===== src/rtl/itp_pkg.sv =====
// ----------------------------------------------------------------------------
// Infix-to-postfix converter package
// Shared constants, token and result types, and operator priority tables.
// ----------------------------------------------------------------------------
`timescale 1ns / 1ps
`default_nettype none

package itp_pkg;

  localparam int unsigned STACK_DEPTH = 16;
  localparam int unsigned VALUE_WIDTH = 32;
  localparam int unsigned IDX_W       = $clog2(STACK_DEPTH);
  localparam int unsigned CNT_W       = $clog2(STACK_DEPTH + 1);
  localparam int unsigned PRIO_W      = 3;
  localparam int unsigned QUEUE_DEPTH = 2;
  localparam int unsigned QPTR_W      = $clog2(QUEUE_DEPTH);
  localparam int unsigned QCNT_W      = $clog2(QUEUE_DEPTH + 1);

  typedef enum logic [2:0] {
    OP_PLUS   = 3'd0,
    OP_MINUS  = 3'd1,
    OP_TIMES  = 3'd2,
    OP_DIVIDE = 3'd3,
    OP_OPEN   = 3'd4,
    OP_CLOSE  = 3'd5,
    OP_END    = 3'd6
  } op_code_e;

  typedef enum logic {
    TOK_OPERAND  = 1'b0,
    TOK_OPERATOR = 1'b1
  } tok_kind_e;

  typedef enum logic [2:0] {
    ACT_OPERAND,
    ACT_PUSH,
    ACT_OVERFLOW,
    ACT_POP,
    ACT_DISCARD,
    ACT_END,
    ACT_SKIP
  } step_act_e;

  typedef logic [PRIO_W-1:0] prio_t;

  typedef struct packed {
    tok_kind_e                     kind;
    logic signed [VALUE_WIDTH-1:0] value;
    op_code_e                      code;
    prio_t                         icp;
  } queue_entry_t;

  typedef struct packed {
    logic         valid;
    queue_entry_t entry;
  } queue_port_t;

  typedef struct packed {
    logic                          is_operand;
    logic signed [VALUE_WIDTH-1:0] value;
    logic [2:0]                    op;
    logic                          last;
    logic                          expr_done;
    logic                          overflow;
  } result_t;

  function automatic prio_t in_stack_prio(op_code_e code);
    prio_t p;
    unique case (code)
      OP_PLUS, OP_MINUS:   p = prio_t'(3);
      OP_TIMES, OP_DIVIDE: p = prio_t'(5);
      OP_OPEN:             p = prio_t'(1);
      OP_CLOSE:            p = prio_t'(6);
      OP_END:              p = prio_t'(0);
      default:             p = prio_t'(0);
    endcase
    return p;
  endfunction

  function automatic prio_t incoming_prio(op_code_e code);
    prio_t p;
    unique case (code)
      OP_PLUS, OP_MINUS:   p = prio_t'(2);
      OP_TIMES, OP_DIVIDE: p = prio_t'(4);
      OP_OPEN:             p = prio_t'(6);
      OP_CLOSE:            p = prio_t'(1);
      OP_END:              p = prio_t'(0);
      default:             p = prio_t'(0);
    endcase
    return p;
  endfunction

endpackage

`default_nettype wire


===== src/rtl/itp_if.sv =====
// ----------------------------------------------------------------------------
// Infix-to-postfix converter channel interfaces
// Valid/ready channels for incoming tokens and outgoing postfix results.
// ----------------------------------------------------------------------------
`timescale 1ns / 1ps
`default_nettype none

interface itp_token_if;
  import itp_pkg::*;

  logic                          valid;
  logic                          ready;
  logic                          func;
  logic signed [VALUE_WIDTH-1:0] operand_value;
  logic [2:0]                    operator_code;

  modport source (output valid, func, operand_value, operator_code, input ready);
  modport sink (input valid, func, operand_value, operator_code, output ready);
endinterface

interface itp_result_if;
  import itp_pkg::*;

  logic                          valid;
  logic                          ready;
  logic                          out_is_operand;
  logic signed [VALUE_WIDTH-1:0] out_value;
  logic [2:0]                    out_operator;
  logic                          last;
  logic                          expr_done;
  logic                          overflow;

  modport source (
    output valid, out_is_operand, out_value, out_operator, last, expr_done, overflow,
    input  ready
  );
  modport sink (
    input  valid, out_is_operand, out_value, out_operator, last, expr_done, overflow,
    output ready
  );
endinterface

`default_nettype wire


===== src/rtl/itp_front.sv =====
// ----------------------------------------------------------------------------
// Infix-to-postfix converter front end
// Accepts tokens, drops unknown operator codes and tags each queued token
// with its kind and incoming priority.
// ----------------------------------------------------------------------------
`timescale 1ns / 1ps
`default_nettype none

module itp_front (
  itp_token_if.sink             token_i,
  input  wire logic             queue_full_i,
  output itp_pkg::queue_port_t  push_o
);
  import itp_pkg::*;

  logic known_code;

  assign token_i.ready = !queue_full_i;
  assign known_code    = token_i.operator_code <= 3'(OP_END);

  always_comb begin
    push_o.entry.kind  = token_i.func ? TOK_OPERATOR : TOK_OPERAND;
    push_o.entry.value = token_i.operand_value;
    push_o.entry.code  = op_code_e'(token_i.operator_code);
    push_o.entry.icp   = incoming_prio(op_code_e'(token_i.operator_code));
    push_o.valid       = token_i.valid && token_i.ready && (!token_i.func || known_code);
  end

endmodule

`default_nettype wire


===== src/rtl/itp_fifo.sv =====
// ----------------------------------------------------------------------------
// Infix-to-postfix converter token queue
// Short queue that decouples token intake from the stack engine.
// ----------------------------------------------------------------------------
`timescale 1ns / 1ps
`default_nettype none

module itp_fifo (
  input  wire logic            clk_i,
  input  wire logic            rst_ni,
  input  itp_pkg::queue_port_t push_i,
  input  wire logic            pop_i,
  output logic                 full_o,
  output itp_pkg::queue_port_t head_o
);
  import itp_pkg::*;

  queue_entry_t            mem_q [QUEUE_DEPTH];
  logic [QPTR_W-1:0]       wr_ptr_q, wr_ptr_d;
  logic [QPTR_W-1:0]       rd_ptr_q, rd_ptr_d;
  logic [QCNT_W-1:0]       count_q, count_d;

  always_ff @(posedge clk_i) begin
    if (push_i.valid) begin
      mem_q[wr_ptr_q] <= push_i.entry;
    end
  end

  always_comb begin
    wr_ptr_d = push_i.valid ? wr_ptr_q + QPTR_W'(1) : wr_ptr_q;
    rd_ptr_d = pop_i ? rd_ptr_q + QPTR_W'(1) : rd_ptr_q;
    count_d  = count_q + QCNT_W'(push_i.valid) - QCNT_W'(pop_i);
  end

  always_ff @(posedge clk_i or negedge rst_ni) begin
    if (!rst_ni) begin
      wr_ptr_q <= '0;
      rd_ptr_q <= '0;
      count_q  <= '0;
    end else begin
      wr_ptr_q <= wr_ptr_d;
      rd_ptr_q <= rd_ptr_d;
      count_q  <= count_d;
    end
  end

  assign full_o       = count_q == QCNT_W'(QUEUE_DEPTH);
  assign head_o.valid = count_q != '0;
  assign head_o.entry = mem_q[rd_ptr_q];

endmodule

`default_nettype wire


===== src/rtl/itp_back.sv =====
// ----------------------------------------------------------------------------
// Infix-to-postfix converter stack engine
// Runs one shunting-yard step per cycle on the queue head unless a held result
// waits on a stalled output, holds the newest result until its end-of-token
// flag is known, and drives the output register.
`timescale 1ns / 1ps
`default_nettype none

module itp_back (
  input  wire logic            clk_i,
  input  wire logic            rst_ni,
  input  itp_pkg::queue_port_t head_i,
  output logic                 pop_o,
  itp_result_if.source         result_o
);
  import itp_pkg::*;

  op_code_e         stack_q [STACK_DEPTH];
  logic [CNT_W-1:0] cnt_q, cnt_d;
  logic [CNT_W-1:0] cnt_m1;
  logic [IDX_W-1:0] top_idx;
  op_code_e         top;
  prio_t            top_prio;
  step_act_e        act;
  logic             hold_valid_q, hold_valid_d;
  result_t          hold_q, hold_d;
  logic             out_valid_q, out_valid_d;
  result_t          out_q, out_d;
  logic             out_load;
  logic             out_free;
  logic             step;
  logic             push_en;
  result_t          res;

  assign cnt_m1   = cnt_q - CNT_W'(1);
  assign top_idx  = cnt_m1[IDX_W-1:0];
  assign top      = stack_q[top_idx];
  assign top_prio = in_stack_prio(top);
  assign out_free = !out_valid_q || result_o.ready;
  assign step     = head_i.valid && (!hold_valid_q || out_free);

  always_comb begin
    if (head_i.entry.kind == TOK_OPERAND) begin
      act = ACT_OPERAND;
    end else if (top_prio < head_i.entry.icp) begin
      act = (cnt_q == CNT_W'(STACK_DEPTH)) ? ACT_OVERFLOW : ACT_PUSH;
    end else if (top_prio > head_i.entry.icp) begin
      act = ACT_POP;
    end else if (top == OP_OPEN) begin
      act = ACT_DISCARD;
    end else if (top == OP_END) begin
      act = ACT_END;
    end else begin
      act = ACT_SKIP;
    end
  end

  always_comb begin
    cnt_d        = cnt_q;
    hold_valid_d = hold_valid_q;
    hold_d       = hold_q;
    out_load     = 1'b0;
    out_d        = hold_q;
    push_en      = 1'b0;
    pop_o        = 1'b0;
    res          = '0;

    if (step) begin
      unique case (act)
        ACT_OPERAND, ACT_OVERFLOW, ACT_END, ACT_POP: begin
          res.is_operand = act == ACT_OPERAND;
          res.value      = (act == ACT_OPERAND) ? head_i.entry.value : '0;
          res.last       = act != ACT_POP;
          res.expr_done  = act == ACT_END;
          res.overflow   = act == ACT_OVERFLOW;
          if (act == ACT_POP) begin
            res.op = top;
            cnt_d  = cnt_m1;
          end else if (act == ACT_END) begin
            res.op = OP_END;
            cnt_d  = CNT_W'(1);
          end else if (act == ACT_OVERFLOW) begin
            res.op = head_i.entry.code;
          end
          pop_o        = act != ACT_POP;
          out_load     = hold_valid_q;
          hold_valid_d = 1'b1;
          hold_d       = res;
        end
        ACT_PUSH, ACT_DISCARD: begin
          if (act == ACT_PUSH) begin
            push_en = 1'b1;
            cnt_d   = cnt_q + CNT_W'(1);
          end else begin
            cnt_d = cnt_m1;
          end
          pop_o        = 1'b1;
          out_load     = hold_valid_q;
          out_d.last   = 1'b1;
          hold_valid_d = 1'b0;
        end
        ACT_SKIP: begin
          cnt_d = cnt_m1;
        end
        default: begin
          cnt_d = cnt_q;
        end
      endcase
    end else if (hold_valid_q && hold_q.last && out_free) begin
      out_load     = 1'b1;
      hold_valid_d = 1'b0;
    end

    out_valid_d = out_load || (out_valid_q && !result_o.ready);
  end

  always_ff @(posedge clk_i or negedge rst_ni) begin
    if (!rst_ni) begin
      for (int i = 0; i < STACK_DEPTH; i++) begin
        stack_q[i] <= (i == 0) ? OP_END : OP_PLUS;
      end
      cnt_q        <= CNT_W'(1);
      hold_valid_q <= 1'b0;
      out_valid_q  <= 1'b0;
    end else begin
      if (push_en) begin
        stack_q[cnt_q[IDX_W-1:0]] <= head_i.entry.code;
      end
      cnt_q        <= cnt_d;
      hold_valid_q <= hold_valid_d;
      out_valid_q  <= out_valid_d;
    end
  end

  always_ff @(posedge clk_i) begin
    hold_q <= hold_d;
    if (out_load) begin
      out_q <= out_d;
    end
  end

  assign result_o.valid          = out_valid_q;
  assign result_o.out_is_operand = out_q.is_operand;
  assign result_o.out_value      = out_q.value;
  assign result_o.out_operator   = out_q.op;
  assign result_o.last           = out_q.last;
  assign result_o.expr_done      = out_q.expr_done;
  assign result_o.overflow       = out_q.overflow;

endmodule

`default_nettype wire


===== src/rtl/infix_to_postfix_converter_core.sv =====
// ----------------------------------------------------------------------------
// Infix-to-postfix converter core
// Converts a stream of lexed tokens into postfix order with an operator stack.
//
// Tokens enter on token_i and postfix results leave on result_o, both
// valid/ready channels; a transaction happens when valid and ready are high
// at a rising clock edge. Each token yields zero or more results, and the
// final one of a token carries last. An end token drains the stack, emits the
// end marker with expr_done set and re-arms the stack.
// An operand passes through the queue, the hold register and the output register.
// The stack engine does one step per cycle unless a held result waits on a
// stalled receiver; an operand takes one step and an operator takes one step
// plus one per entry it pops and one per stray close paren that an open paren
// removes from under it. A popped result waits in a hold register until the
// next step shows whether it is the last one of its token.
// Reset sets the stack to the end marker alone and empties the queue.
// When the receiver stalls, the output register holds its transaction, the
// engine stops, and token_i.ready drops once the two-entry queue is full.
// ----------------------------------------------------------------------------
`timescale 1ns / 1ps
`default_nettype none

module infix_to_postfix_converter_core (
  input  wire logic    clk_i,
  input  wire logic    rst_ni,
  itp_token_if.sink    token_i,
  itp_result_if.source result_o
);
  import itp_pkg::*;

  queue_port_t push;
  queue_port_t head;
  logic        queue_full;
  logic        queue_pop;

  itp_front u_front (
    .token_i      (token_i),
    .queue_full_i (queue_full),
    .push_o       (push)
  );

  itp_fifo u_fifo (
    .clk_i  (clk_i),
    .rst_ni (rst_ni),
    .push_i (push),
    .pop_i  (queue_pop),
    .full_o (queue_full),
    .head_o (head)
  );

  itp_back u_back (
    .clk_i    (clk_i),
    .rst_ni   (rst_ni),
    .head_i   (head),
    .pop_o    (queue_pop),
    .result_o (result_o)
  );

endmodule

`default_nettype wire


===== src/flat_wrapper.sv =====
// flat-port wrapper written by rule: the top's interface ports become plain ports
module infix_to_postfix_converter_core_flat import itp_pkg::*;
  (clk_i, rst_ni, token_i_valid, token_i_func, token_i_operand_value, token_i_operator_code, token_i_ready, result_o_valid, result_o_out_is_operand, result_o_out_value, result_o_out_operator, result_o_last, result_o_expr_done, result_o_overflow, result_o_ready);
  itp_token_if token_i_i ();
  itp_result_if result_o_i ();
  input  wire logic clk_i;
  input  wire logic rst_ni;
  input wire logic [$bits(token_i_i.valid)-1:0] token_i_valid;
  input wire logic [$bits(token_i_i.func)-1:0] token_i_func;
  input wire logic [$bits(token_i_i.operand_value)-1:0] token_i_operand_value;
  input wire logic [$bits(token_i_i.operator_code)-1:0] token_i_operator_code;
  output wire logic [$bits(token_i_i.ready)-1:0] token_i_ready;
  output wire logic [$bits(result_o_i.valid)-1:0] result_o_valid;
  output wire logic [$bits(result_o_i.out_is_operand)-1:0] result_o_out_is_operand;
  output wire logic [$bits(result_o_i.out_value)-1:0] result_o_out_value;
  output wire logic [$bits(result_o_i.out_operator)-1:0] result_o_out_operator;
  output wire logic [$bits(result_o_i.last)-1:0] result_o_last;
  output wire logic [$bits(result_o_i.expr_done)-1:0] result_o_expr_done;
  output wire logic [$bits(result_o_i.overflow)-1:0] result_o_overflow;
  input wire logic [$bits(result_o_i.ready)-1:0] result_o_ready;
  assign token_i_i.valid = token_i_valid;
  assign token_i_i.func = token_i_func;
  assign token_i_i.operand_value = token_i_operand_value;
  assign token_i_i.operator_code = token_i_operator_code;
  assign token_i_ready = token_i_i.ready;
  assign result_o_valid = result_o_i.valid;
  assign result_o_out_is_operand = result_o_i.out_is_operand;
  assign result_o_out_value = result_o_i.out_value;
  assign result_o_out_operator = result_o_i.out_operator;
  assign result_o_last = result_o_i.last;
  assign result_o_expr_done = result_o_i.expr_done;
  assign result_o_overflow = result_o_i.overflow;
  assign result_o_i.ready = result_o_ready;
  infix_to_postfix_converter_core u_core (.clk_i(clk_i), .rst_ni(rst_ni), .token_i(token_i_i), .result_o(result_o_i));
endmodule

===== config.mk =====
export PLATFORM = sky130hd
export DESIGN_NAME = infix_to_postfix_converter_core_flat
export DESIGN_NICKNAME = d
export VERILOG_FILES = /design/src/rtl/itp_pkg.sv /design/src/rtl/itp_if.sv /design/src/rtl/itp_front.sv /design/src/rtl/itp_fifo.sv /design/src/rtl/itp_back.sv /design/src/rtl/infix_to_postfix_converter_core.sv /design/src/flat_wrapper.sv
export SDC_FILE = /design/constraint.sdc
export NUM_CORES = 1
export LEC_CHECK = 0
export BUFFER_PORTS_ARGS = -buffer_cell sky130_fd_sc_hd__clkbuf_2
export CAP_MARGIN = 20
export CORE_ASPECT_RATIO = 1.5
export CORE_MARGIN = 3
export CORE_UTILIZATION = 63
export DETAILED_ROUTE_END_ITERATION = 12
export PLACE_DENSITY = 0.84
export SLEW_MARGIN = 10
export SYNTH_ARGS = -nofsm -noshare
export SYNTH_HDL_FRONTEND = slang
export SYNTH_SLANG_ARGS = --single-unit

===== constraint.sdc =====
create_clock -name clk_i -period 14.55 [get_ports clk_i]
set_clock_uncertainty 0.2 [all_clocks]
set_input_delay 1.455 -clock clk_i [delete_from_list [all_inputs] [get_ports clk_i]]
set_output_delay 1.455 -clock clk_i [all_outputs]
set_load 0.005 [all_outputs]

* Word level (Yosys, flattened, before mapping)
Memory sizes are Yosys's and may differ from the RTL's.
Cells that the tools add are included.
** Operators by class
- Add/sub/neg operators :: 6
- $lt $le $gt $ge :: 6
- Equal/unequal tests :: 22
- Multiplexer cells :: 37
- Bitwise operators :: 2
- Reduce and logical (&&, ||, !) cells :: 32
** Operator list (count)
- $bwmux 48 :: 1
- $mux 3 :: 9
- $eq 3x3->1 const B :: 8
- $pmux 3 s4 :: 2
- $eq 3x2->1 const B :: 6
- $mux 5 :: 3
- $pmux 5 s3 :: 1
- $mux 1 :: 14
- $bmux 3 s4 :: 1
- $demux 3 s4 :: 1
- $ge 5x5->1 const B :: 2
- $not 4->5 :: 2
- $reduce_or 2->1 :: 5
- $eq 3x1->1 const B :: 3
- $logic_not 3->1 :: 3
- $logic_and 1x1->1 :: 7
- $mux 2 :: 3
- $reduce_or 6->1 :: 1
- $add 5x1->5 const B :: 1
- $eq 5x5->1 const B :: 1
- $logic_not 1->1 :: 5
- $lt 5x1->1 const B :: 1
- $sub 5x1->5 const B :: 1
- $logic_or 1x1->1 :: 4
- other kinds (16) :: 20
** Word-level totals
- Bits in registers :: 137
- RAM bits :: 78
- Bits of input ports :: 40
- Output and inout port bits :: 41
- Word-level logic and storage cells :: 140
- Memories kept :: 1
** Memories
- u_core.u_fifo.mem_q :: depth 2, width 39, rd ports 1, clocked after memory_dff 0, write ports 1, RTL line itp_fifo.sv:18 : queue_entry_t mem_q [QUEUE_DEPTH];

* Longest topological paths before layout
Gate-level depths: netlist of run 1.
- Depth in word-level cells :: 17
- Mapped depth :: 24

* Modules after synthesis
A second synthesis of run 1 with hierarchy kept.
** Unflattened totals
- Cells, all modules :: 598
- Area total of the unflattened synthesis :: 9399.0 sq um
** Modules (own cells, without submodules)
- itp_back :: instances 1, cells an instance 418, area each 6055.8 sq um, sequential area each 3722.3 sq um
- itp_fifo :: instances 1, cells an instance 136, area each 3025.4 sq um, sequential area each 2442.3 sq um
- itp_front :: instances 1, cells an instance 44, area each 317.8 sq um, sequential area each 0.0 sq um

* Worst setup path before layout of run 1
No wires, ideal clock.
- Path type :: reg-to-reg
- Start point :: register u_core.u_back.cnt_q[0]
- End point :: register u_core.u_back.out_q, in the netlist u_core.u_back.result_o.expr_done (enable)
- Setup time :: 0.435 ns
- Arrival :: 5.562 ns
- Required time :: 13.915 ns
- Slack :: 8.353 ns
- Cell stages (with the launch flop) :: 17
- Path buffers :: 2
- Clock period less this slack :: 6.197 ns
- Cells stage by stage :: dfstp_2 buf_6 buf_12 inv_1 ha_1 mux2_2 mux4_1 a21o_1 nand2_1 mux2i_1 ha_1 or3b_2 and4_1 nor2_1 inv_1 a41o_1 nor2_1
** Between the ends
- Word-level cells in the longest chain between the ends :: 16
- Elaborated cells between the ends (all ways) :: 33
** Ends and longest elaborated chain
- start: declaration :: RTL line itp_back.sv:19 : logic [CNT_W-1:0] cnt_q, cnt_d;
- start signal: assignment :: RTL line itp_back.sv:129 : cnt_q <= cnt_d;
- $sub 5x1->5 :: RTL line itp_back.sv:35 : assign cnt_m1 = cnt_q - CNT_W'(1);
- $not 4->5 (not written as such) :: RTL line itp_back.sv:37 : assign top = stack_q[top_idx];
- $bmux 3 s4 :: RTL line itp_back.sv:37
- $mux 3 (not written as such) (2 in a row) :: RTL line itp_back.sv:37
- $eq 3x2->1 (tied with other cells) :: RTL line itp_pkg.sv:69 : unique case (code)
- $reduce_or 2->1 :: RTL line itp_pkg.sv:69
- $pmux 3 s4 :: RTL line itp_pkg.sv:69
- $gt 3x3->1 :: RTL line itp_back.sv:47 : end else if (top_prio > head_i.entry.icp) begin
- $mux 3 :: RTL line itp_back.sv:47
- $mux 3 (*) :: RTL line itp_back.sv:45 : end else if (top_prio < head_i.entry.icp) begin
- $mux 3 (*) :: RTL line itp_back.sv:43 : if (head_i.entry.kind == TOK_OPERAND) begin
- $eq 3x3->1 (tied with other cells) :: RTL line itp_back.sv:69 : unique case (act)
- $reduce_or 6->1 (no source line) (*)
- $mux 1 (*) :: RTL line itp_back.sv:69
- $mux 1 (*) :: RTL line itp_back.sv:68 : if (step) begin
- via u_core.u_back.out_load :: RTL line itp_back.sv:29 : logic out_load;
- end signal: assignment :: RTL line itp_back.sv:138 : out_q <= out_d;
- end: declaration :: RTL line itp_back.sv:28 : result_t out_q, out_d;
Mark *: on every way through the listed nets, which the timed path passes. The rest lies on a longest branch. The select of a mux whose other input is x is not followed.
A chain may end at the register's enable or synchronous reset.

* Worst setup path after layout of run 1
- Start point :: register u_core.u_back.cnt_q[0]
- End point :: register u_core.u_fifo.count_q[1]
** Between the ends
- Word-level cells in the longest chain between the ends :: 17
- Elaborated cells between the ends (all ways) :: 36
** Ends and longest elaborated chain
- $sub 5x1->5 :: RTL line itp_back.sv:35
- $not 4->5 (not written as such) :: RTL line itp_back.sv:37
- $bmux 3 s4 :: RTL line itp_back.sv:37
- $mux 3 (not written as such) (2 in a row) :: RTL line itp_back.sv:37
- $eq 3x2->1 (tied with other cells) :: RTL line itp_pkg.sv:69
- $reduce_or 2->1 :: RTL line itp_pkg.sv:69
- $pmux 3 s4 :: RTL line itp_pkg.sv:69
- $gt 3x3->1 :: RTL line itp_back.sv:47
- [2 not listed]
- $mux 3 (*) :: RTL line itp_back.sv:43
- $eq 3x3->1 (tied with other cells) :: RTL line itp_back.sv:69
- $reduce_or 4->1 / $reduce_or 2->1 (equally long branches) :: RTL line itp_back.sv:69
- $pmux 1 s2 (*) :: RTL line itp_back.sv:69
- $mux 1 (*) :: RTL line itp_back.sv:68
- via u_core.queue_pop :: RTL line infix_to_postfix_converter_core.sv:34 : logic queue_pop;
- $sub 2x1->2 (*) :: RTL line itp_fifo.sv:32 : count_d = count_q + QCNT_W'(push_i.valid) - QCNT_W'(pop_i);
- via u_core.u_fifo.count_d[1] :: RTL line itp_fifo.sv:21 : logic [QCNT_W-1:0] count_q, count_d;
- end signal: assignment :: RTL line itp_fifo.sv:43 : count_q <= count_d;
- end: declaration :: RTL line itp_fifo.sv:21
Marks and branches as above.

==> run_results.csv, run 1 <==
group,metric,value,unit
place,port-buffer-count,80,
global_routing,grt_pass1_wl,26.37,mm
synthesis,synthSimpleGateAreaFrac,6.176,%
finish,final_common_cell,"edfxtp_1",
finish,drive_above_1_share,29.78,%
floorplan,core_area,13210,um^2
floorplan,num_rows,51,
finish,stdcell_area,9859,um^2
synthesis,synth_compound_area_share,2.482,%
synthesis,synth_seq_cells,215,
global_routing,grt_start_max_net_pins,60,
sta,fmax,153.0,MHz
sta,period_share,44.93,%
synthesis,synth-adder-area-share,1.443,%
power,vdd_ir_drop_max,0.1585,mV
synthesis,synth_edf_count,156,
finish,nets,665,
routing,firstDrtPassIters,5,
clocking,clock_sinks,215,
synthesis,synth_xor_area_share,0.9235,%
routing,wl_per_cell,22.09,um
place,place_area,9233,um^2
routing,vias,4853,
power,power.density,264.0,nW/um^2
sta,max_slew.worst_pin.slew,972.3,ps
floorplan,die_w,101.8,um
synthesis,synth_top_family_by_area,"multiplexers",
synthesis,synth_mux_area_share,16.28,%
routing,drtIter0Drc,404,
place,dp.cells,751,
hold_path,hold_path.class,"reg -> reg",
clocking,clk_pin_slew,70,ps
job,cap_viol_max_count,0,
floorplan,dieArea,15240,um^2
setup_path,crit_required,14760,ps
clocking,cts_max_level,1,
sta,rsz0062_at_grt,"no",
sta,slew_headroom,35.18,%
power,power_leakage,4.054,nW
clocking,cts_max_path_buffers,3,
finish,stdcell_count,787,
floorplan,io_pins,81,
setup_path,startpoint_type,"flop",
sta,fin_setup_tns,0,ps
sta,drv_slew,0,
setup_path,worstPathMaxFanout,19,
synthesis,syn_inst,526,
synthesis,avgSynthCellArea,16.48,um^2
synthesis,synthFlopType,"edfxtp_1",
synthesis,ys_warn_count,0,
finish,layout_common_cells,"edfxtp_1, clkbuf_2, mux2_2",
sta,finalHoldViolCount,0,
synthesis,yosysSeqAreaShare,71.10,%
synthesis,yosysUniqueCellTypes,53,
routing,drc,0,
finish,area_delta_synth_final,13.71,%
clocking,cts_hold_buf,0,
synthesis,synthArstFlopShare,27.44,%
global_routing,grt.total_usage,22.75,%
clocking,cts_buffers,19,
routing,via_per_inst,6.166,
routing,ant_nets,0,
clocking,cts-root-buf,"clkbuf_16",
setup_path,crit_arrival,6750,ps
synthesis,netlist_area,8671,um^2
clocking,cts_resized,0,
routing,wl,17.38,mm
status,outcome,"finished, final reports clean",
finish,insertedDiodeCount,0,
sta,finalSetupViolations,0,
setup_path,critPathCaptureType,"flop",
setup_path,path_class,"reg -> reg",
place,dpl.hpwl,11.16,mm
floorplan,initial_utilization,65.64,%
synthesis,syn-num-nets,576,
clocking,clk_latency,490,ps
global_routing,grt_pass1_vias,5129,
global_routing,antenna_found_initial,0,
sta,hold_slack,218.9,ps
clocking,cts_setup_buffers,0,
sta,min_period,6537,ps
power,totalPowerFinal,2.603,mW
place,place.gp.congestion,0.8960,
clocking,cts_tree,"built",
global_routing,overflow,0,
floorplan,dieHeight,149.7,um
==> final timing paths <==
path,startpoint,endpoint,cells after the start,slack [ps]
worst max-delay path,u_core.u_back.cnt_q[0]$_DFFE_PN1P_,u_core.u_fifo.count_q[1]$_DFF_PN0_,20,8010
worst min-delay path,u_core.u_back.hold_q[24]$_SDFFCE_PP0P_,u_core.u_back.result_o.out_value[18]$_DFFE_PP_,0,220
worst max register to register,u_core.u_back.cnt_q[0]$_DFFE_PN1P_,u_core.u_fifo.count_q[1]$_DFF_PN0_,20,8010
worst min register to register,u_core.u_back.hold_q[24]$_SDFFCE_PP0P_,u_core.u_back.result_o.out_value[18]$_DFFE_PP_,0,220
max in group asynchronous,rst_ni,u_core.u_fifo.rd_ptr_q$_DFFE_PN0P_,2,12720
min in group asynchronous,rst_ni,u_core.u_back.stack_q[5]$_DFFE_PN0P_,2,920
==> flip-flops by register name, summed over array words and instances (netlist names) <==
signal and cells:
u_core.u_back.hold_valid_q 1, u_core.u_back.cnt_q 5, u_core.u_back.result_o.out_value 32, u_core.u_back.stack_q 48, u_core.u_back.result_o.expr_done 1, u_core.u_back.result_o.last 1, u_core.u_fifo.count_q 2, u_core.u_fifo.wr_ptr_q 1
u_core.u_back.hold_q 39, u_core.u_back.result_o.out_is_operand 1, u_core.u_fifo.mem_q 78, u_core.u_back.result_o.overflow 1, u_core.u_back.result_o.out_operator 3, u_core.u_back.result_o.valid 1, u_core.u_fifo.rd_ptr_q 1
==> stage by stage <==
stage                     util (%)  worst slack, ps
after floorplan                  -             8353
after global placement       69.75             8424
after detailed placement     69.90             8109
after CTS                    74.23             8104
after global routing         74.64             7737
final                        74.64             8013
==> layer usage <==
metal | vias up | share of wire (%) | GRT usage [%]
met1 | 2433 | 35 | 24.41
met3 | 57 | 5.5 | 3.265
li1 | 2160 | - | -
met4 | 0 | 4.2 | 9.514
met2 | 203 | 56 | 43.45
met5 | - | 0 | 0
==> cell usage after synthesis, drive strengths merged, types with 4 or more instances <==
cell	n	area, um^2
a21oi	4	20.02
buf	10	71.31
clkbuf	7	26.28
dfrtp	56	1401
edfxtp	156	4684
ha	10	125.1
inv	11	41.29
mux2	59	664.4
mux2i	54	540.5
mux4	8	206.5
nand2	30	112.6
nand3	7	35.03
nand4	5	31.28
nor2	51	191.4
nor3	5	25.02
o21ai	5	28.78
xnor2	5	43.79
==> final cells by class <==
cell class              instances  area [um^2]
repair buffers                 85        490.5
multi-input cells             283         2391
flip-flops and latches        215         6166
fillers                       728         3349
clock inverters                11        81.33
clock buffers                  23        490.5
well taps                     159        198.9
inverters                      11        41.29
==> critical path, stage by stage (launching register included) <==
cell and delay, ps:
dfstp_2 830, inv_1 230, ha_1 710, mux2_2 400
mux4_1 560, a21o_1 250, nand2_1 70, mux2i_1 80
ha_1 300, or3b_2 520, and4_1 250, nand4_1 120
nand2_1 160, a211oi_1 550, a2bb2oi_1 320, inv_1 80
ha_1 280, inv_1 40, ha_1 180, xnor2_1 190
xnor2_1 140
==> power by group <==
part / switching (mW) / internal [mW] / total (mW)
clock: 0.205 / 0.259 / 0.464
combinational: 0.606 / 0.419 / 1.02
sequential: 0.116 / 0.999 / 1.11
total: 0.926 / 1.68 / 2.60
==> cell families after synthesis <==
group | Yosys count
AO/OA/AOI/OAI | 28
XOR/XNOR | 7
adder cells (fa/ha/maj) | 10
buffers and inverters | 28
flip-flops | 215
multiplexers | 121
AND/OR/NAND/NOR | 117
(Power assumes the default switching activity.)
==> run 2: changes to the inputs <==
Settings changed: CORE_UTILIZATION 63 to 59, PLACE_DENSITY 0.84 to 0.79.
Clock period 14.55 ns to 6.3 ns, I/O delays scaled along.
==> run 2 against run 1 <==
  * Critical path depth did not move
  * Combinational power is 120% higher
  * Total power is 120% higher
  * Clock power increased by 120%
  * Final cell count increased by 4.4%
  * Count of clock-buffer cells in the layout is 5 higher
  * Non-clock buffer count grew 2
  * Worst hold slack worse by 130 ps
  * Critical path type unchanged
  * Worst setup slack got worse by 7800 ps
  * First-iteration DRC count shrank 19%
==> run_results.csv, run 2 (synthesis results as in run 1) <==
group,metric,value,unit
power,switchingPower,2.054,mW
setup_path,critical_path.top_delay_family,"adder cells",
status,outcome,"finished, final reports clean",
routing,ant_nets,0,
finish,nets,667,
global_routing,grt_start_max_net_pins,60,
clocking,cts_max_level,1,
power,vdd_ir_drop_max,0.3318,mV
power,totalPowerFinal,5.844,mW
global_routing,grt_pass1_vias,4999,
clocking,clock_sinks,215,
routing,drc,0,
setup_path,crit_buf_inv,3,
routing,via_per_inst,5.773,
clocking,cts_tree,"built",
power,seqPwrFrac,43.3,%
routing,drtIter0Drc,329,
sta,slew_headroom,34.76,%
sta,finalHoldViolCount,0,
routing,vias,4745,
setup_path,path_depth,20,
job,cap_viol_max_count,0,
sta,min_period,6063,ps
place,port-buffer-count,80,
global_routing,grt_pass1_wl,25.68,mm
setup_path,crit_required,6510,ps
floorplan,die_w,105.0,um
routing,wl,15.63,mm
finish,reg.largest.list,"u_core.u_fifo.mem_q: 78 flops, u_core.u_back.stack_q: 48 flops, u_core.u_back.hold_q: 39 flops",
sta,rsz0062_at_grt,"no",
global_routing,overflow,0,
power,power.density,592.9,nW/um^2
setup_path,critPathSlowestCell,"a211oi_1",
power,power_frac_clock,17.7,%
floorplan,initial_utilization,61.10,%
floorplan,io_pins,81,
global_routing,grt.total_usage,19.93,%
finish,largest_register_ffs,78,
clocking,clk_pin_slew,60,ps
power,combPwrFrac,39.0,%
setup_path,crit_arrival,6270,ps
global_routing,antenna_found_initial,0,
setup_path,crit_top_cell,"ha_1",
clocking,cts-root-buf,"clkbuf_16",
setup_path,cp_cell_sequence,"inv_1 -> ha_1 -> mux2_2 -> mux4_1 -> a21o_1 -> nand2_1 -> mux2i_1 -> ha_1 -> or3b_2 -> and4_1 -> nand4_1 -> nand2_1 -> a211oi_1 -> a2bb2oi_1 -> inv_1 -> ha_1 -> inv_1 -> ha_1 -> xnor2_1 -> xnor2_1",
global_routing,use_met1,22.78,%
setup_path,path_class,"reg -> reg",
finish,drive_above_1_share,29.37,%
power,p_sw_share,35.15,%
finish,final_common_cell,"edfxtp_1",
sta,fin_setup_tns,0,ps
clocking,cts_buffers,19,
place,dpl.hpwl,10.72,mm
clocking,cts_hold_buf,0,
global_routing,grt_busiest_layer,"met2",
setup_path,critPathCaptureType,"flop",
finish,layout_common_cells,"edfxtp_1, clkbuf_2, mux2_2",
sta,period_share,96.24,%
global_routing,use_met2,36.58,%
hold_path,hold_path.class,"in -> async",
sta,fmax,164.9,MHz
clocking,cts_setup_buffers,0,
global_routing,gr-usage-met3,3.006,%
floorplan,num_rows,53,
setup_path,worstPathMaxFanout,10,
place,place.gp.congestion,0.9348,
clocking,clk_latency,480,ps
sta,max_slew.worst_pin.slew,978.7,ps
finish,top_register,"u_core.u_fifo.mem_q",
setup_path,reg2reg_depth,20,
floorplan,core_area,14190,um^2
finish,area_delta_synth_final,13.68,%
power,power_leakage,4.039,nW
routing,firstDrtPassIters,5,
sta,drv_slew,0,
routing,wl_per_cell,19.01,um
power,p_int,3.790,mW
setup_path,cp_slowest_stage_delay,620,ps
setup_path,startpoint_type,"flop",
finish,insertedDiodeCount,0,
floorplan,dieHeight,154.5,um
clocking,cts_resized,0,
floorplan,dieArea,16220,um^2
clocking,cts_max_path_buffers,3,
sta,finalSetupViolations,0,
## run 2: path summary, 6_finish.rpt
check,startpoint,slack (ps),end
setup / recovery,u_core.u_back.cnt_q[0]$_DFFE_PN1P_,240,u_core.u_fifo.count_q[1]$_DFF_PN0_
hold / removal,rst_ni,90,u_core.u_back.stack_q[35]$_DFFE_PN0P_
setup reg to reg,u_core.u_back.cnt_q[0]$_DFFE_PN1P_,240,u_core.u_fifo.count_q[1]$_DFF_PN0_
hold reg to reg,u_core.u_back.hold_q[24]$_SDFFCE_PP0P_,220,u_core.u_back.result_o.out_value[18]$_DFFE_PP_
max in group asynchronous,rst_ni,5300,u_core.u_fifo.rd_ptr_q$_DFFE_PN0P_
min in group clk_i,token_i_operand_value[7],140,u_core.u_fifo.mem_q[1][13]$_DFFE_PP_
## run 2: power by group through the flow
stage	combinational, mW	sequential [mW]	clock (mW)
floorplan	1.64	2.51	0
global placement	2.17	2.53	0
detailed placement	2.28	2.56	0
CTS	2.30	2.53	1.06
global route	2.51	2.59	1.11
finish	2.28	2.53	1.03
## run 2: routing by layer
metal	vias up	share of wire, %
li1	2166	-
met1	2327	36
met3	52	6.0
met4	0	4.2
met5	-	0
met2	200	54
## run 2: cell type report
class                           count  area (um^2)
Timing Repair Buffer               87        465.4
Multi-Input combinational cell    283         2391
Clock buffer                       28        509.2
Fill cell                         975         4334
Clock inverter                      6        43.79
Inverter                           11        41.29
Tap cell                          192        240.2
Sequential cell                   215         6166
## run 2: stage by stage
step	std cells	utilization [%]	hold slack, ps	worst slack, ps	cell area (um^2)
after floorplan	526	-	134.4	102.9	8671
after global placement	787	65.42	201.2	658.3	9284
after detailed placement	788	65.56	205.4	388.9	9304
after CTS	822	69.46	104.5	329.1	9857
after global routing	822	69.46	124.9	94.09	9857
final	822	69.46	93.06	237.1	9857
==> run 3: changes to the inputs <==
Settings changed: ABC_AREA set to 1.
==> run 3 against run 2 <==
  * First-iteration DRC count is 35% higher
  * Combinational power grew 13%
  * Global-route usage up 2.6 points
  * Register-to-register slack improved by 400 ps
  * Non-clock buffer count unchanged
  * Critical endpoint is now u_core.u_back.hold_q[1]$_DFFE_PP_
  * Via count increased by 21%
  * Worst setup slack gained 400 ps
  * Critical path depth up 1
==> run_results.csv, run 3 <==
group,metric,value,unit
finish,fillers,972,
setup_path,reg2reg_depth,21,
routing,vias,5757,
global_routing,grt_pass1_wl,29.04,mm
synthesis,synthSimpleGateAreaFrac,16.33,%
finish,largest_register_ffs,78,
synthesis,yosysTopAreaCell,"edfxtp_1",
routing,firstDrtPassIters,5,
finish,layout_common_cells,"nand2_1, edfxtp_1, clkbuf_2",
sta,drv_slew,0,
routing,wl,18.12,mm
synthesis,synth_compound_area_share,6.701,%
finish,drive_above_1_share,19.98,%
clocking,clk_latency,500,ps
clocking,cts_max_level,1,
global_routing,grt.total_usage,22.58,%
place,place.gp.congestion,0.9536,
routing,via_per_inst,5.600,
floorplan,die_w,105.3,um
setup_path,critPathCaptureType,"flop",
global_routing,grt_pass1_vias,5741,
finish,insertedDiodeCount,0,
job,cap_viol_max_count,0,
floorplan,dieArea,16300,um^2
sta,rsz0062_at_grt,"no",
synthesis,netlist_area,8720,um^2
synthesis,yosysSeqAreaShare,70.70,%
setup_path,path_class,"reg -> reg",
setup_path,worstReg2RegEnd,"u_core.u_back.hold_q[1]$_DFFE_PP_",
place,dpl.hpwl,12.31,mm
finish,area_delta_synth_final,14.97,%
finish,top_register,"u_core.u_fifo.mem_q",
floorplan,io_pins,81,
setup_path,startpoint_type,"flop",
setup_path,crit_required,6260,ps
synthesis,synth.most_common_cell,"nand2_1",
hold_path,hold_path.class,"in -> async",
clocking,cts_hold_buf,0,
setup_path,regToRegSetupSlack,640,ps
synthesis,synth_seq_cells,215,
setup_path,timing.critical_path.from,"u_core.u_back.cnt_q[0]$_DFFE_PN1P_",
synthesis,synth_common_cells,"nand2_1, edfxtp_1, dfrtp_1",
finish,stdcell_count,1028,
clocking,cts_resized,0,
sta,max_slew.worst_pin.slew,1019,ps
synthesis,ys_warn_count,0,
sta,finalHoldViolCount,0,
place,place_area,9336,um^2
routing,ant_nets,0,
finish,nets,874,
power,power_leakage,4.132,nW
floorplan,initial_utilization,61.16,%
sta,fmax,176.6,MHz
routing,wl_per_cell,17.62,um
finish,multi_input_area,2280,um^2
routing,drc,0,
synthesis,synthFlopType,"edfxtp_1",
setup_path,r2r-start,"u_core.u_back.cnt_q[0]$_DFFE_PN1P_",
sta,period_share,89.89,%
status,outcome,"finished, final reports clean",
clocking,clock_sinks,215,
sta,fin_setup_tns,0,ps
place,dp.cells,992,
sta,finalSetupViolations,0,
floorplan,dieHeight,154.9,um
setup_path,crit_arrival,5620,ps
sta,min_period,5663,ps
synthesis,synth_xor_area_share,0.7892,%
setup_path,worstPathMaxFanout,30,
synthesis,synthArstFlopShare,27.44,%
synthesis,synth-adder-area-share,1.435,%
routing,drtIter0Drc,445,
global_routing,grt_start_max_net_pins,60,
synthesis,syn-num-nets,787,
finish,reg.largest.list,"u_core.u_fifo.mem_q: 78 flops, u_core.u_back.stack_q: 48 flops, u_core.u_back.hold_q: 39 flops",
synthesis,syn_inst,737,
finish,final-seq-area,6165,um^2
synthesis,synth_top_area_share,53.72,%
floorplan,num_rows,53,
synthesis,synth_mux_area_share,0.4592,%
clocking,cts_buffers,20,
clocking,cts_setup_buffers,0,
power,power.density,635.7,nW/um^2
synthesis,yosysUniqueCellTypes,43,
global_routing,antenna_found_initial,0,
synthesis,synth_edf_count,156,
synthesis,synth_top_family_by_area,"simple AND/OR/NAND/NOR gates",
clocking,clk_pin_slew,60,ps
finish,final_common_cell,"nand2_1",
synthesis,yosys-top-cells-area,"edfxtp_1, dfrtp_1, nand2_1",
clocking,cts-root-buf,"clkbuf_16",
global_routing,overflow,0,
sta,slew_headroom,30.74,%
place,port-buffer-count,80,
clocking,cts_max_path_buffers,3,
clocking,cts_tree,"built",
finish,stdcell_area,10020,um^2
power,vdd_ir_drop_max,0.3650,mV
floorplan,core_area,14260,um^2
synthesis,avgSynthCellArea,11.83,um^2
run 3: cell types whose count changed in the layout (fill, tap and decap cells not counted), sizes merged, moves of 43 or more:
cell | previous run | this run
nand2 | 30 | 238
mux2 | 59 | 0
mux2i | 54 | 4
nand3 | 7 | 55
o21ai | 5 | 53
a21oi | 4 | 47
run 3: cells by family after synthesis:
logic type / after synthesis
adders and majority gates: 10
xor gates and xnor gates: 7
muxes: 4
buffers and inverters: 73
AOI/OAI and AO/OA: 107
DFF: 215
and+or+nand+nor: 321
run 3: where the power goes:
group / switching, mW / internal [mW] / total [mW]
Sequential: 0.288 / 2.33 / 2.62
Combinational: 1.79 / 0.777 / 2.57
Clock: 0.495 / 0.688 / 1.18
run 3: stage by stage:
stage	setup slack, ps	power (mW)	hold slack, ps	utilization, %
4_1_cts	720.4	6.356	101.6	69.98
6_report	637.1	6.373	79.03	70.31
3_3_place_gp	1028	5.023	201.1	65.48
3_5_place_dp	754.1	5.154	204.5	65.48
2_1_floorplan	604.8	4.357	134.4	-
5_1_grt	176.5	6.764	114.0	70.31
run 3: how the worst max path moves through the flow:
stage | slack (ps) | to
floorplan | 600 | u_core.u_back.hold_q[0]$_DFFE_PP_
global placement | 1030 | u_core.u_back.hold_q[20]$_SDFFCE_PP0P_
detailed placement | 750 | u_core.u_back.hold_q[20]$_SDFFCE_PP0P_
CTS | 720 | u_core.u_back.hold_q[16]$_SDFFCE_PP0P_
global route | 180 | u_core.u_back.hold_q[29]$_SDFFCE_PP0P_
finish | 640 | u_core.u_back.hold_q[1]$_DFFE_PP_
run 3: metal layers:
metal	routed length (um)	share of wire, %	GRT usage [%]	up-vias
li1	-	-	-	2697
met1	6404	35	25.69	2778
met2	9588	53	40.51	225
met3	1197	6.6	4.234	57
met4	925	5.1	11.26	0
met5	0	0	0	-
run 3: area by class of cell:
class | count | share of cell area (%)
inverter | 51 | 2.009
clock buffer | 23 | 5.317
clock inverter | 11 | 1.073
tap | 192 | 2.396
multi-input combinational | 449 | 22.74
sequential | 215 | 61.50
timing repair buffer | 87 | 4.968
run 3: worst max-delay path, stage by stage, from the launching register on:
cell	delay, ps
dfstp_2	860
inv_4	230
ha_1	540
inv_1	340
nand3_1	130
nand3_1	90
nand3_1	90
nand2_1	190
inv_1	120
a21oi_1	130
a21oi_1	50
ha_1	300
nand2_1	100
o21a_1	280
nor3_2	350
nand2_2	130
nand2_4	120
nand3_2	100
nand2_2	90
nand2_1	80
nor2_4	360
buf_4	400
